File: src/rtl/mmbd_pkg.sv
// mmbd_pkg: shared types and constants for the memory map bank decoder
// no dependencies
package mmbd_pkg;

  typedef enum logic [3:0] {
    TGT_LOCAL  = 4'd0,
    TGT_CART   = 4'd1,
    TGT_VRAM   = 4'd2,
    TGT_WRAM   = 4'd3,
    TGT_SPRITE = 4'd4,
    TGT_SOUND  = 4'd5,
    TGT_SERIAL = 4'd6,
    TGT_TIMER  = 4'd7,
    TGT_VIDEO  = 4'd8,
    TGT_SDMA   = 4'd9,
    TGT_BDMA   = 4'd10
  } target_e;

  // where the read byte of a local access comes from
  typedef enum logic [1:0] {
    SRC_REG  = 2'd0,
    SRC_HRAM = 2'd1,
    SRC_BGP  = 2'd2,
    SRC_OBP  = 2'd3
  } rd_src_e;

  localparam int unsigned TgtMax = 10;

  localparam logic [6:0] RegJoyp = 7'h00;
  localparam logic [6:0] RegIf   = 7'h0F;
  localparam logic [6:0] RegLy   = 7'h44;
  localparam logic [6:0] RegDma  = 7'h46;
  localparam logic [6:0] RegKey1 = 7'h4D;
  localparam logic [6:0] RegVbk  = 7'h4F;
  localparam logic [6:0] RegHdma = 7'h55;
  localparam logic [6:0] RegBcps = 7'h68;
  localparam logic [6:0] RegBcpd = 7'h69;
  localparam logic [6:0] RegOcps = 7'h6A;
  localparam logic [6:0] RegOcpd = 7'h6B;
  localparam logic [6:0] RegSvbk = 7'h70;

  localparam logic [7:0] OpenBus = 8'hFF;

endpackage

File: src/rtl/memory_map_bank_decoder.sv
// memory_map_bank_decoder: cpu bus region decode, bank translation and local registers
// depends on mmbd_pkg
//
//  channel | direction | handshake         | payload
//  in      | in        | in_valid/in_stall | req_type, address, write_data, status bits
//  out     | out       | out_valid/stall   | target, local_offset, read_data
//  cfg     | in        | apb               | color_mode at byte address 0
//
// one word per cycle while the output is not stalled; each word reaches the output register
// in the cycle after it is taken, with the registered read of the high ram and palette memories.
// a new word is taken in the same cycle the previous result leaves.
// reset marks every memory entry invalid (reads as zero), no clearing pass.
// a stalled output holds; the input is stalled only while it holds.
module memory_map_bank_decoder (
  input  logic        clk_i,
  input  logic        rst_ni,
  input  logic        in_valid_i,
  output logic        in_stall_o,
  input  logic        req_type_i,
  input  logic [15:0] address_i,
  input  logic [7:0]  write_data_i,
  input  logic        video_ram_open_i,
  input  logic        sprite_ram_open_i,
  input  logic        sprite_dma_busy_i,
  input  logic [7:0]  buttons_held_i,
  input  logic        speed_state_i,
  output logic        out_valid_o,
  input  logic        out_stall_i,
  output logic [3:0]  target_o,
  output logic [15:0] local_offset_o,
  output logic [7:0]  read_data_o,
  input  logic        psel,
  input  logic        penable,
  input  logic        pwrite,
  input  logic [2:0]  paddr,
  input  logic [31:0] pwdata,
  output logic [31:0] prdata,
  output logic        pready
);

  logic        accept;
  logic        cm_q;
  logic [7:0]  bg_idx_q, bg_idx_d, obj_idx_q, obj_idx_d, ie_q, ie_d, dma_q, dma_d;
  logic        vbk_q, vbk_d, ssr_q, ssr_d;
  logic [2:0]  wbk_q, wbk_d;
  logic [4:0]  if_q, if_d;
  logic [1:0]  js_q, js_d;

  logic [7:0]  hram_mem [127];
  // background palette in the lower half, object palette in the upper half
  logic [7:0]  pal_mem [128];
  logic [126:0] hram_vld_q;
  logic [127:0] pal_vld_q;
  logic [7:0]  hram_rd_q, pal_rd_q;
  logic        mem_vld_q;
  logic [6:0]  pal_addr;
  logic        pal_we;

  logic        out_valid_q;
  mmbd_pkg::target_e tgt_d, tgt_q;
  logic [15:0] off_d, off_q;
  logic [7:0]  rd_d, rd_q;
  mmbd_pkg::rd_src_e src_d, src_q;
  logic        hram_we, bgp_we, obp_we;

  logic        wr, cm;
  logic [6:0]  r;
  logic [2:0]  bank;
  logic [3:0]  joy_lo;

  assign accept     = in_valid_i && !in_stall_o;
  assign in_stall_o = out_valid_q && out_stall_i;
  assign pready     = 1'b1;
  assign prdata     = {31'd0, cm_q & ~paddr[2]};
  assign wr = req_type_i;
  assign cm = cm_q;
  assign r  = address_i[6:0];
  assign pal_we = bgp_we | obp_we;

  always_comb begin
    bank = cm ? wbk_q : 3'd1;
    if (bank == 3'd0) begin
      bank = 3'd1;
    end
    joy_lo = 4'hF;
    if (!js_q[0]) joy_lo = joy_lo & ~buttons_held_i[3:0];
    if (!js_q[1]) joy_lo = joy_lo & ~buttons_held_i[7:4];
    pal_addr = (r == mmbd_pkg::RegOcpd) ? {1'b1, obj_idx_q[5:0]} : {1'b0, bg_idx_q[5:0]};
  end

  always_comb begin
    tgt_d = mmbd_pkg::TGT_LOCAL;
    off_d = address_i;
    rd_d  = mmbd_pkg::OpenBus;
    src_d = mmbd_pkg::SRC_REG;
    hram_we = 1'b0;
    bgp_we  = 1'b0;
    obp_we  = 1'b0;
    bg_idx_d = bg_idx_q;
    obj_idx_d = obj_idx_q;
    ie_d = ie_q;
    dma_d = dma_q;
    vbk_d = vbk_q;
    ssr_d = ssr_q;
    wbk_d = wbk_q;
    if_d = if_q;
    js_d = js_q;
    if (address_i < 16'h8000 || (address_i >= 16'hA000 && address_i < 16'hC000)) begin
      tgt_d = mmbd_pkg::TGT_CART;
    end else if (address_i < 16'hA000) begin
      if (video_ram_open_i) begin
        tgt_d = mmbd_pkg::TGT_VRAM;
        off_d = {2'b00, vbk_q, address_i[12:0]};
      end
    end else if (address_i < 16'hFE00) begin
      // echo region lands on the same offsets, bit 12 picks the banked half
      tgt_d = mmbd_pkg::TGT_WRAM;
      off_d = address_i[12] ? {1'b0, bank, address_i[11:0]} : {4'd0, address_i[11:0]};
    end else if (address_i < 16'hFEA0) begin
      if (!sprite_dma_busy_i && sprite_ram_open_i) begin
        tgt_d = mmbd_pkg::TGT_SPRITE;
        off_d = {8'd0, address_i[7:0]};
      end
    end else if (address_i < 16'hFF00) begin
      tgt_d = mmbd_pkg::TGT_LOCAL;
    end else if (address_i < 16'hFF80) begin
      case (r) inside
        [7'h10:7'h26], [7'h30:7'h3F]: tgt_d = mmbd_pkg::TGT_SOUND;
        7'h01, 7'h02:                 tgt_d = mmbd_pkg::TGT_SERIAL;
        [7'h04:7'h07]:                tgt_d = mmbd_pkg::TGT_TIMER;
        mmbd_pkg::RegLy: begin
          if (!wr) tgt_d = mmbd_pkg::TGT_VIDEO;
        end
        [7'h40:7'h43], [7'h45:7'h45], [7'h47:7'h4B]: tgt_d = mmbd_pkg::TGT_VIDEO;
        mmbd_pkg::RegJoyp: begin
          if (wr) js_d = write_data_i[5:4];
          else rd_d = {2'b11, js_q, joy_lo};
        end
        mmbd_pkg::RegIf: begin
          if (wr) if_d = write_data_i[4:0];
          else rd_d = {3'b111, if_q};
        end
        mmbd_pkg::RegDma: begin
          if (wr) begin
            dma_d = write_data_i;
            tgt_d = mmbd_pkg::TGT_SDMA;
          end else begin
            rd_d = dma_q;
          end
        end
        [7'h51:7'h54]: begin
          if (wr) tgt_d = mmbd_pkg::TGT_BDMA;
        end
        mmbd_pkg::RegHdma: begin
          if (cm) tgt_d = mmbd_pkg::TGT_BDMA;
        end
        mmbd_pkg::RegKey1: begin
          if (cm) begin
            if (wr) ssr_d = write_data_i[0];
            else rd_d = {speed_state_i, 6'b111111, ssr_q};
          end
        end
        mmbd_pkg::RegVbk: begin
          if (cm) begin
            if (wr) vbk_d = write_data_i[0];
            else rd_d = {7'b1111111, vbk_q};
          end
        end
        mmbd_pkg::RegSvbk: begin
          if (cm) begin
            if (wr) wbk_d = write_data_i[2:0];
            else rd_d = {5'b11111, wbk_q};
          end
        end
        mmbd_pkg::RegBcps: begin
          if (cm) begin
            if (wr) bg_idx_d = write_data_i;
            else rd_d = bg_idx_q;
          end
        end
        mmbd_pkg::RegBcpd: begin
          if (cm) begin
            if (wr) begin
              bgp_we = 1'b1;
              if (bg_idx_q[7]) bg_idx_d = {2'b10, bg_idx_q[5:0] + 6'd1};
            end else begin
              src_d = mmbd_pkg::SRC_BGP;
            end
          end
        end
        mmbd_pkg::RegOcps: begin
          if (cm) begin
            if (wr) obj_idx_d = write_data_i;
            else rd_d = obj_idx_q;
          end
        end
        mmbd_pkg::RegOcpd: begin
          if (cm) begin
            if (wr) begin
              obp_we = 1'b1;
              if (obj_idx_q[7]) obj_idx_d = {2'b10, obj_idx_q[5:0] + 6'd1};
            end else begin
              src_d = mmbd_pkg::SRC_OBP;
            end
          end
        end
        default: rd_d = mmbd_pkg::OpenBus;
      endcase
    end else if (address_i < 16'hFFFF) begin
      if (wr) hram_we = 1'b1;
      else src_d = mmbd_pkg::SRC_HRAM;
    end else begin
      if (wr) ie_d = write_data_i;
      else rd_d = ie_q;
    end
    if (wr || tgt_d != mmbd_pkg::TGT_LOCAL) begin
      rd_d  = 8'd0;
      src_d = mmbd_pkg::SRC_REG;
    end
  end

  always_ff @(posedge clk_i or negedge rst_ni) begin
    if (!rst_ni) begin
      cm_q <= 1'b0;
      bg_idx_q <= '0;
      obj_idx_q <= '0;
      ie_q <= '0;
      dma_q <= '0;
      vbk_q <= 1'b0;
      ssr_q <= 1'b0;
      wbk_q <= '0;
      if_q <= '0;
      js_q <= '0;
      hram_vld_q <= '0;
      pal_vld_q <= '0;
      out_valid_q <= 1'b0;
    end else begin
      if (psel && penable && pwrite && !paddr[2]) begin
        cm_q <= pwdata[0];
      end
      if (accept) begin
        bg_idx_q <= bg_idx_d;
        obj_idx_q <= obj_idx_d;
        ie_q <= ie_d;
        dma_q <= dma_d;
        vbk_q <= vbk_d;
        ssr_q <= ssr_d;
        wbk_q <= wbk_d;
        if_q <= if_d;
        js_q <= js_d;
        if (hram_we) hram_vld_q[address_i[6:0]] <= 1'b1;
        if (pal_we) pal_vld_q[pal_addr] <= 1'b1;
        out_valid_q <= 1'b1;
      end else if (!out_stall_i) begin
        out_valid_q <= 1'b0;
      end
    end
  end

  // memories: write and registered read on the accept edge
  always_ff @(posedge clk_i) begin
    if (accept) begin
      if (hram_we) hram_mem[address_i[6:0]] <= write_data_i;
      if (pal_we) pal_mem[pal_addr] <= write_data_i;
      hram_rd_q <= hram_mem[address_i[6:0]];
      pal_rd_q  <= pal_mem[pal_addr];
      case (src_d)
        mmbd_pkg::SRC_HRAM: mem_vld_q <= hram_vld_q[address_i[6:0]];
        mmbd_pkg::SRC_BGP:  mem_vld_q <= pal_vld_q[pal_addr];
        mmbd_pkg::SRC_OBP:  mem_vld_q <= pal_vld_q[pal_addr];
        default:            mem_vld_q <= 1'b0;
      endcase
      tgt_q <= tgt_d;
      off_q <= off_d;
      rd_q  <= rd_d;
      src_q <= src_d;
    end
  end

  always_comb begin
    case (src_q)
      mmbd_pkg::SRC_HRAM: read_data_o = mem_vld_q ? hram_rd_q : 8'd0;
      mmbd_pkg::SRC_BGP:  read_data_o = mem_vld_q ? pal_rd_q : 8'd0;
      mmbd_pkg::SRC_OBP:  read_data_o = mem_vld_q ? pal_rd_q : 8'd0;
      default:            read_data_o = rd_q;
    endcase
  end

  assign out_valid_o    = out_valid_q;
  assign target_o       = tgt_q;
  assign local_offset_o = off_q;

endmodule

File: config.mk
export PLATFORM = sky130hd
export DESIGN_NAME = memory_map_bank_decoder
export DESIGN_NICKNAME = d
export VERILOG_FILES = /design/src/rtl/mmbd_pkg.sv /design/src/rtl/memory_map_bank_decoder.sv
export SDC_FILE = /design/constraint.sdc
export NUM_CORES = 2
export LEC_CHECK = 0
export ABC_AREA = 1
export BUFFER_PORTS_ARGS = -buffer_cell sky130_fd_sc_hd__buf_2
export CAP_MARGIN = 40
export CORE_ASPECT_RATIO = 0.7
export CORE_MARGIN = 2
export CORE_UTILIZATION = 30
export CTS_CLUSTER_SIZE = 12
export DETAILED_ROUTE_END_ITERATION = 6
export PLACE_DENSITY = 0.55
export SLEW_MARGIN = 20
export SYNTH_ARGS = -nofsm -noshare
export SYNTH_HDL_FRONTEND = slang
export SYNTH_SLANG_ARGS = --single-unit
File: constraint.sdc
create_clock -name clk_i -period 11.9 [get_ports clk_i]
set_clock_uncertainty 0.15 [all_clocks]
set_input_delay 3.57 -clock clk_i [delete_from_list [all_inputs] [get_ports clk_i]]
set_output_delay 3.57 -clock clk_i [all_outputs]
set_load 0.01 [all_outputs]
Yosys cells after proc, flatten, opt, wreduce, memory -nomap -nowiden
Memories as Yosys holds them, arrays and structs flattened. A register that Yosys moved wholly into a read port is not among the register bits.
Cells that the tools add are included.
{ "word_totals": {"ff_bits": 332, "ram_bits": 2040, "in_bits": 79, "output_inout_bits": 63, "word_cells": 341, "n_memories": 2} }
{ "memory_table": {"columns": ["name", "words", "word_bits", "read_ports", "rd_clocked_by_memory_dff", "write_ports", "line_no", "text"], "rows": [
  ["pal_mem", 128, 8, 1, 1, 1, "memory_map_bank_decoder.sv:51", "logic [7:0] pal_mem [128];"],
  ["hram_mem", 127, 8, 1, 1, 1, "memory_map_bank_decoder.sv:49", "logic [7:0] hram_mem [127];"]
]} }
{ "op_classes": {"n_addsub": 2, "magnitude_cmp": 27, "n_eq_ne": 28, "n_mux": 186, "n_bitwise": 30, "n_reduce_logical": 46} }
{ "op_table": {"columns": ["cell", "n"], "rows": [
  ["2-to-1 mux 8 bit", 45],
  ["< comparator 16 bit (second input constant)", 8],
  ["bitwise OR 128 bit", 1],
  ["bitwise OR 127 bit", 1],
  ["2-to-1 mux 16 bit", 6],
  ["2-to-1 mux 4 bit", 22],
  ["equality test 7 bit (second input constant)", 10],
  ["2-to-1 mux 1 bit", 69],
  ["2-to-1 mux 2 bit", 29],
  [">= comparator 7 bit (second input constant)", 4],
  ["less-or-equal comparator 7 bit (second input constant)", 4],
  ["AND reduction 28 bit", 1],
  ["AND reduction 27 bit", 1],
  ["AND reduction 26 bit", 1],
  ["AND reduction 25 bit", 1],
  ["inverter 1 bit", 23],
  ["AND reduction 22 bit", 1],
  ["AND reduction 21 bit", 1],
  ["AND reduction 20 bit", 1],
  [">= comparator 16 bit (second input constant)", 1],
  ["logical AND 1 bit", 16],
  ["< comparator 7 x 8 -> 1 bit (second input constant)", 2],
  ["!= test 2 bit (second input constant)", 8],
  ["one-hot mux 8 bit (2 select lines)", 1],
  ["38 further kinds", 62]
]} }

Longest topological paths before layout
{ "depth": {"word_depth": 29, "mapped_depth": 22, "ltp_nobuf": 20} }

Worst setup path before layout
OpenSTA, ideal clock, no wires.
{ "synth_path": {"path_kind": "input to register", "startpoint": "input out_stall_i", "endpoint": "memory pal_mem[86][0], enable pin", "setup_ns": 0.373, "arrival_time_ns": 7.608, "required_time_ns": 11.377, "setup_slack_ns": 3.769, "cell_stages": 11, "path_buffers": 2, "cell_sequence": "nand2_1 -> inv_1 -> nor2_1 -> inv_1 -> nor2_1 -> inv_1 -> nor4_2 -> buf_2 -> nand2_1 -> buf_2 -> nor2_1"} }
{ "synth_via": {"elab_chain_len": 5} }
{ "synth_rtl": {"columns": ["item", "line_no", "text"], "rows": [
  ["from (decl)", "memory_map_bank_decoder.sv:28", "input logic out_stall_i,"],
  ["logical AND 1 bit", "memory_map_bank_decoder.sv:72", "assign in_stall_o = out_valid_q && out_stall_i;"],
  ["net in_stall_o", "memory_map_bank_decoder.sv:18", "output logic in_stall_o,"],
  ["zero test 1 bit", "memory_map_bank_decoder.sv:71", "assign accept = in_valid_i && !in_stall_o;"],
  ["logical AND 1 bit", "memory_map_bank_decoder.sv:71", null],
  ["net accept", "memory_map_bank_decoder.sv:41", "logic accept;"],
  ["2-to-1 mux 1 bit", "memory_map_bank_decoder.sv:262", "if (accept) begin"],
  ["2-to-1 mux 1 bit (implied by the code)", "memory_map_bank_decoder.sv:264", "if (pal_we) pal_mem[pal_addr] <= write_data_i;"],
  ["to (decl)", "memory_map_bank_decoder.sv:51", null]
]} }
The timed path passes the listed nets, and every way through them passes these cells.

Final worst setup path
{ "layout_path": {"startpoint": "input address_i[5]", "endpoint": "register pal_rd_q[4] (read register of pal_mem), data pin"} }
{ "layout_via": {"elab_chain_len": 2} }
{ "layout_rtl": {"columns": ["item", "line_no", "text"], "rows": [
  ["from (decl)", "memory_map_bank_decoder.sv:20", "input logic [15:0] address_i,"],
  ["equality test 7 bit", "memory_map_bank_decoder.sv:88", "pal_addr = (r == mmbd_pkg::RegOcpd) ? {1'b1, obj_idx_q[5:0]} : {1'b0, bg_idx_q[5:0]};"],
  ["2-to-1 mux 7 bit", "memory_map_bank_decoder.sv:88", null],
  ["to (decl)", "memory_map_bank_decoder.sv:54", "logic [7:0] hram_rd_q, pal_rd_q;"]
]} }
Every way passes these cells.
A chain may end at the register's enable or synchronous reset.

==> results.ini <==
[sta]
max_slew.worst_pin.slew_ns=1.14
fin_setup_tns_ns=0
maxClockFrequency_mhz=127
post-route-period-util=0.660
final_hold_viol_count=0
post-route-min-period_ns=7.86
hold_ws_ns=0.304
setup_repair_after_global_routing_missed_its_margin=no
slew_headroom=0.242
slew_viol_final=0
setup-violations-final=0

[cts]
post_cts_buffers=0
cts_max_level=4
post_cts_resize_count=0
clk_path_buf_depth=4
cts_tree=done
clk_transition_reported_paths_ns=0.07
number_of_buffers_added_by_the_clock_tree_synthesis_step=227
post_cts_hold_buffer_count=0
worst_skew_pair.late_latency_ns=0.89
cts.sink_count=2388
cts_root_buffer=sky130_fd_sc_hd__clkbuf_16

[floorplanning]
initial_core_utilization=0.302
rows=173
die-area_um2=324000
boundaryPins=142
floorplan.core_area_um2=318000
fp.dieW_um=680
die_y_um=477

[yosys]
count_of_flip_flops_with_a_built_in_enable_after_synthesis=2087
synthesis.instances=7916
ys_types=56
synth.yosys.seq_area_share=0.732
synth.largest_area_cell=sky130_fd_sc_hd__edfxtp_1
post_synth.cell_area_avg_um2=12.1
postSynth.asyncResetShare=0.126
ys_ff_latch=2388
synth-warning-count=0
netlist.area_leader.share=0.654
netlist_area_um2=95900
synthFlopType=sky130_fd_sc_hd__edfxtp_1
ys_top_cells_by_area=sky130_fd_sc_hd__edfxtp_1, sky130_fd_sc_hd__nand2_1, sky130_fd_sc_hd__dfrtp_1, sky130_fd_sc_hd__a22oi_1, sky130_fd_sc_hd__a21oi_1

[place]
port-buffer-count=76
post-dp-hpwl_mm=168
placer_congestion_estimate=0.859

[setup_path]
path_max_fanout=66
worst-endpoint-arrival_ns=8.46
required_ns=12.50
worstSetupEndpointType=flop
criticalPathCategory=input port to flop
worstSetupStartpointType=input port

[cells_and_area]
finalCoreUtilization=0.343
finalNetCount=8181
drive_above_1_share=0.100
area_growth_pct=13.9

[outcome]
status=finished with violations
violations_in_the_final_reports=design-rule violations

[power]
cellPowerDensity_nw_per_um2=151
vdd.ir_drop.worst_v=0.000124
cellLeakagePower_nw=40.5

[grt]
grt_max_degree=177
grt_use_total=0.171
grt_antenna_before_repair=6
global_route.overflow_total=0
via_count_of_the_first_global_routing_pass=60594
grt_first_pass_wirelength_mm=419

[detailed_routing]
final_antenna_net_count=0
detailedRoute.firstIterationViolations=7494
vias=63565
detail_route.wirelength_mm=287
wl_per_cell_um=23.0
drt_drc_violations_left=1
viasPerCell=5.09
drt_pre_antenna_iters=7

[hold_path]
min_path_type=flop to flop

[flow_run]
max_cap_violations=0

-- sequential cells by signal (all words and copies together), names as in the netlist --
name,count
pal_mem,1024
hram_mem,1016
pal_vld_q,128
hram_vld_q,127
local_offset_o,16
bg_idx_q,8
dma_q,8
hram_rd_q,8
ie_q,8
obj_idx_q,8
pal_rd_q,8
rd_q,8
if_q,5
target_o,4
wbk_q,3
js_q,2
src_q,2
cm,1
mem_vld_q,1
out_valid_o,1
ssr_q,1
vbk_q,1
-- worst max-delay path, stage by stage --
cell and delay, ns:
sky130_fd_sc_hd__buf_2 0.39, sky130_fd_sc_hd__nand2_1 0.26, sky130_fd_sc_hd__nor2_4 0.29, sky130_fd_sc_hd__nand3_1 0.60, sky130_fd_sc_hd__nand2_4 0.52, sky130_fd_sc_hd__buf_4 0.60
sky130_fd_sc_hd__buf_4 0.71, sky130_fd_sc_hd__nand2_1 0.11, sky130_fd_sc_hd__nand2_1 0.10, sky130_fd_sc_hd__nand2_1 0.05, sky130_fd_sc_hd__a21oi_1 0.36, sky130_fd_sc_hd__o21ai_0 0.31
sky130_fd_sc_hd__nand4_1 0.27, sky130_fd_sc_hd__nand2_1 0.07, sky130_fd_sc_hd__nand2_1 0.08
-- cells in the final DEF (no fill, tap or decap), types with 6 or more instances in the layout --
cell	count
sky130_fd_sc_hd__conb_1	32
sky130_fd_sc_hd__nor2_4	7
sky130_fd_sc_hd__a22oi_1	521
sky130_fd_sc_hd__nand3_2	7
sky130_fd_sc_hd__inv_2	10
sky130_fd_sc_hd__dfrtp_1	301
sky130_fd_sc_hd__clkbuf_1	171
sky130_fd_sc_hd__nand2_2	6
sky130_fd_sc_hd__nor4_1	16
sky130_fd_sc_hd__nand2_1	2170
sky130_fd_sc_hd__nor2_1	548
sky130_fd_sc_hd__clkinv_1	8
sky130_fd_sc_hd__nand4_1	39
sky130_fd_sc_hd__o22ai_1	32
sky130_fd_sc_hd__o21ai_0	249
sky130_fd_sc_hd__o21ai_1	41
sky130_fd_sc_hd__o211ai_1	10
sky130_fd_sc_hd__diode_2	7
sky130_fd_sc_hd__buf_4	272
sky130_fd_sc_hd__buf_2	71
sky130_fd_sc_hd__edfxtp_1	2087
sky130_fd_sc_hd__o31ai_1	19
sky130_fd_sc_hd__buf_12	17
sky130_fd_sc_hd__buf_16	8
sky130_fd_sc_hd__a21oi_1	541
sky130_fd_sc_hd__o221ai_1	36
sky130_fd_sc_hd__a31oi_1	8
sky130_fd_sc_hd__a221oi_1	16
sky130_fd_sc_hd__nor3_1	40
sky130_fd_sc_hd__or2_2	154
sky130_fd_sc_hd__or2_1	39
sky130_fd_sc_hd__inv_1	357
sky130_fd_sc_hd__clkbuf_16	233
sky130_fd_sc_hd__buf_8	10
sky130_fd_sc_hd__nand3_1	131
-- per-layer routing --
layer,part of all wire,GRT usage,up-vias
met5,0,0,-
met4,0.026,0.0442,0
met3,0.088,0.0300,434
met2,0.44,0.257,2893
met1,0.45,0.255,31967
li1,-,-,28271
-- through the flow --
step / area (um^2) / power, W / setup WS, ns / std cells
after floorplan: 96000 / 0.00956 / 3.77 / 7946
after global placement: 101000 / 0.00991 / 3.16 / 11876
after detailed placement: 102000 / 0.00992 / 3.21 / 11956
after CTS: 108000 / 0.0166 / 4.14 / 12369
after global routing: 109000 / 0.0170 / 3.91 / 12485
final: 109000 / 0.0165 / 4.04 / 12491
-- cells in the mapped netlist, types with 6 or more instances --
master / n
sky130_fd_sc_hd__o22ai_1: 32
sky130_fd_sc_hd__o21ai_0: 249
sky130_fd_sc_hd__o31ai_1: 19
sky130_fd_sc_hd__nand4_1: 39
sky130_fd_sc_hd__a22oi_1: 521
sky130_fd_sc_hd__buf_1: 45
sky130_fd_sc_hd__or2_1: 39
sky130_fd_sc_hd__nor3_1: 40
sky130_fd_sc_hd__clkbuf_1: 268
sky130_fd_sc_hd__a221oi_1: 16
sky130_fd_sc_hd__nand3_1: 136
sky130_fd_sc_hd__a31oi_1: 8
sky130_fd_sc_hd__nor2_2: 6
sky130_fd_sc_hd__o221ai_1: 36
sky130_fd_sc_hd__clkinv_1: 7
sky130_fd_sc_hd__inv_1: 360
sky130_fd_sc_hd__nor4_1: 18
sky130_fd_sc_hd__inv_2: 10
sky130_fd_sc_hd__dfrtp_1: 301
sky130_fd_sc_hd__a21oi_1: 541
sky130_fd_sc_hd__nor2_1: 553
sky130_fd_sc_hd__o21ai_1: 42
sky130_fd_sc_hd__or2_2: 154
sky130_fd_sc_hd__buf_4: 36
sky130_fd_sc_hd__edfxtp_1: 2087
sky130_fd_sc_hd__buf_2: 109
sky130_fd_sc_hd__o211ai_1: 10
sky130_fd_sc_hd__nand2_1: 2176
-- report_power, final --
group          internal (W)  switching [W]  total, W
Combinational      0.000132       0.000500  0.000631
Clock               0.00367        0.00309   0.00676
Sequential          0.00912     0.00000923   0.00913
-- final timing paths --
| kind | startpoint | endpoint | slack, ns | cells past startpoint |
|---|---|---|---|---|
| min reg2reg | pal_vld_q[3]$_DFFE_PN0P_ | pal_vld_q[3]$_DFFE_PN0P_ | 0.30 | 2 |
| max | address_i[5] | pal_rd_q[4]$_DFFE_PP_ | 4.04 | 15 |
| min | pal_vld_q[3]$_DFFE_PN0P_ | pal_vld_q[3]$_DFFE_PN0P_ | 0.30 | 2 |
| min in group asynchronous | rst_ni | pal_vld_q[54]$_DFFE_PN0P_ | 2.51 | 1 |
| max in group asynchronous | rst_ni | hram_vld_q[29]$_DFFE_PN0P_ | 7.69 | 2 |
| max reg2reg | obj_idx_q[0]$_DFFE_PN0P_ | pal_rd_q[4]$_DFFE_PP_ | 7.27 | 12 |
-- logic make-up (layout without fill, tap and decap cells) --
kind of cell,after synthesis,count (layout),share of synthesized area
compound gates,1500,1500,0.0962
xor+xnor,8,8,0.000731
fa+ha+maj,2,2,0.000261
buf+inv,835,1173,0.0355
flops,2388,2388,0.732
mux,9,9,0.000992
other cells,2,39,0.0000783
simple gates,3172,3172,0.134
-- area by class of cell --
class / instances / area, um^2
Antenna cell: 7 / 17.5
Clock buffer: 408 / 6530
Clock inverter: 5 / 36.3
Fill cell: 31099 / 209000
Inverter: 377 / 1420
Multi-Input combinational cell: 4723 / 22500
Sequential cell: 2388 / 70200
Tap cell: 4200 / 5260
Timing Repair Buffer: 383 / 3160
(Power assumes the default switching activity.)
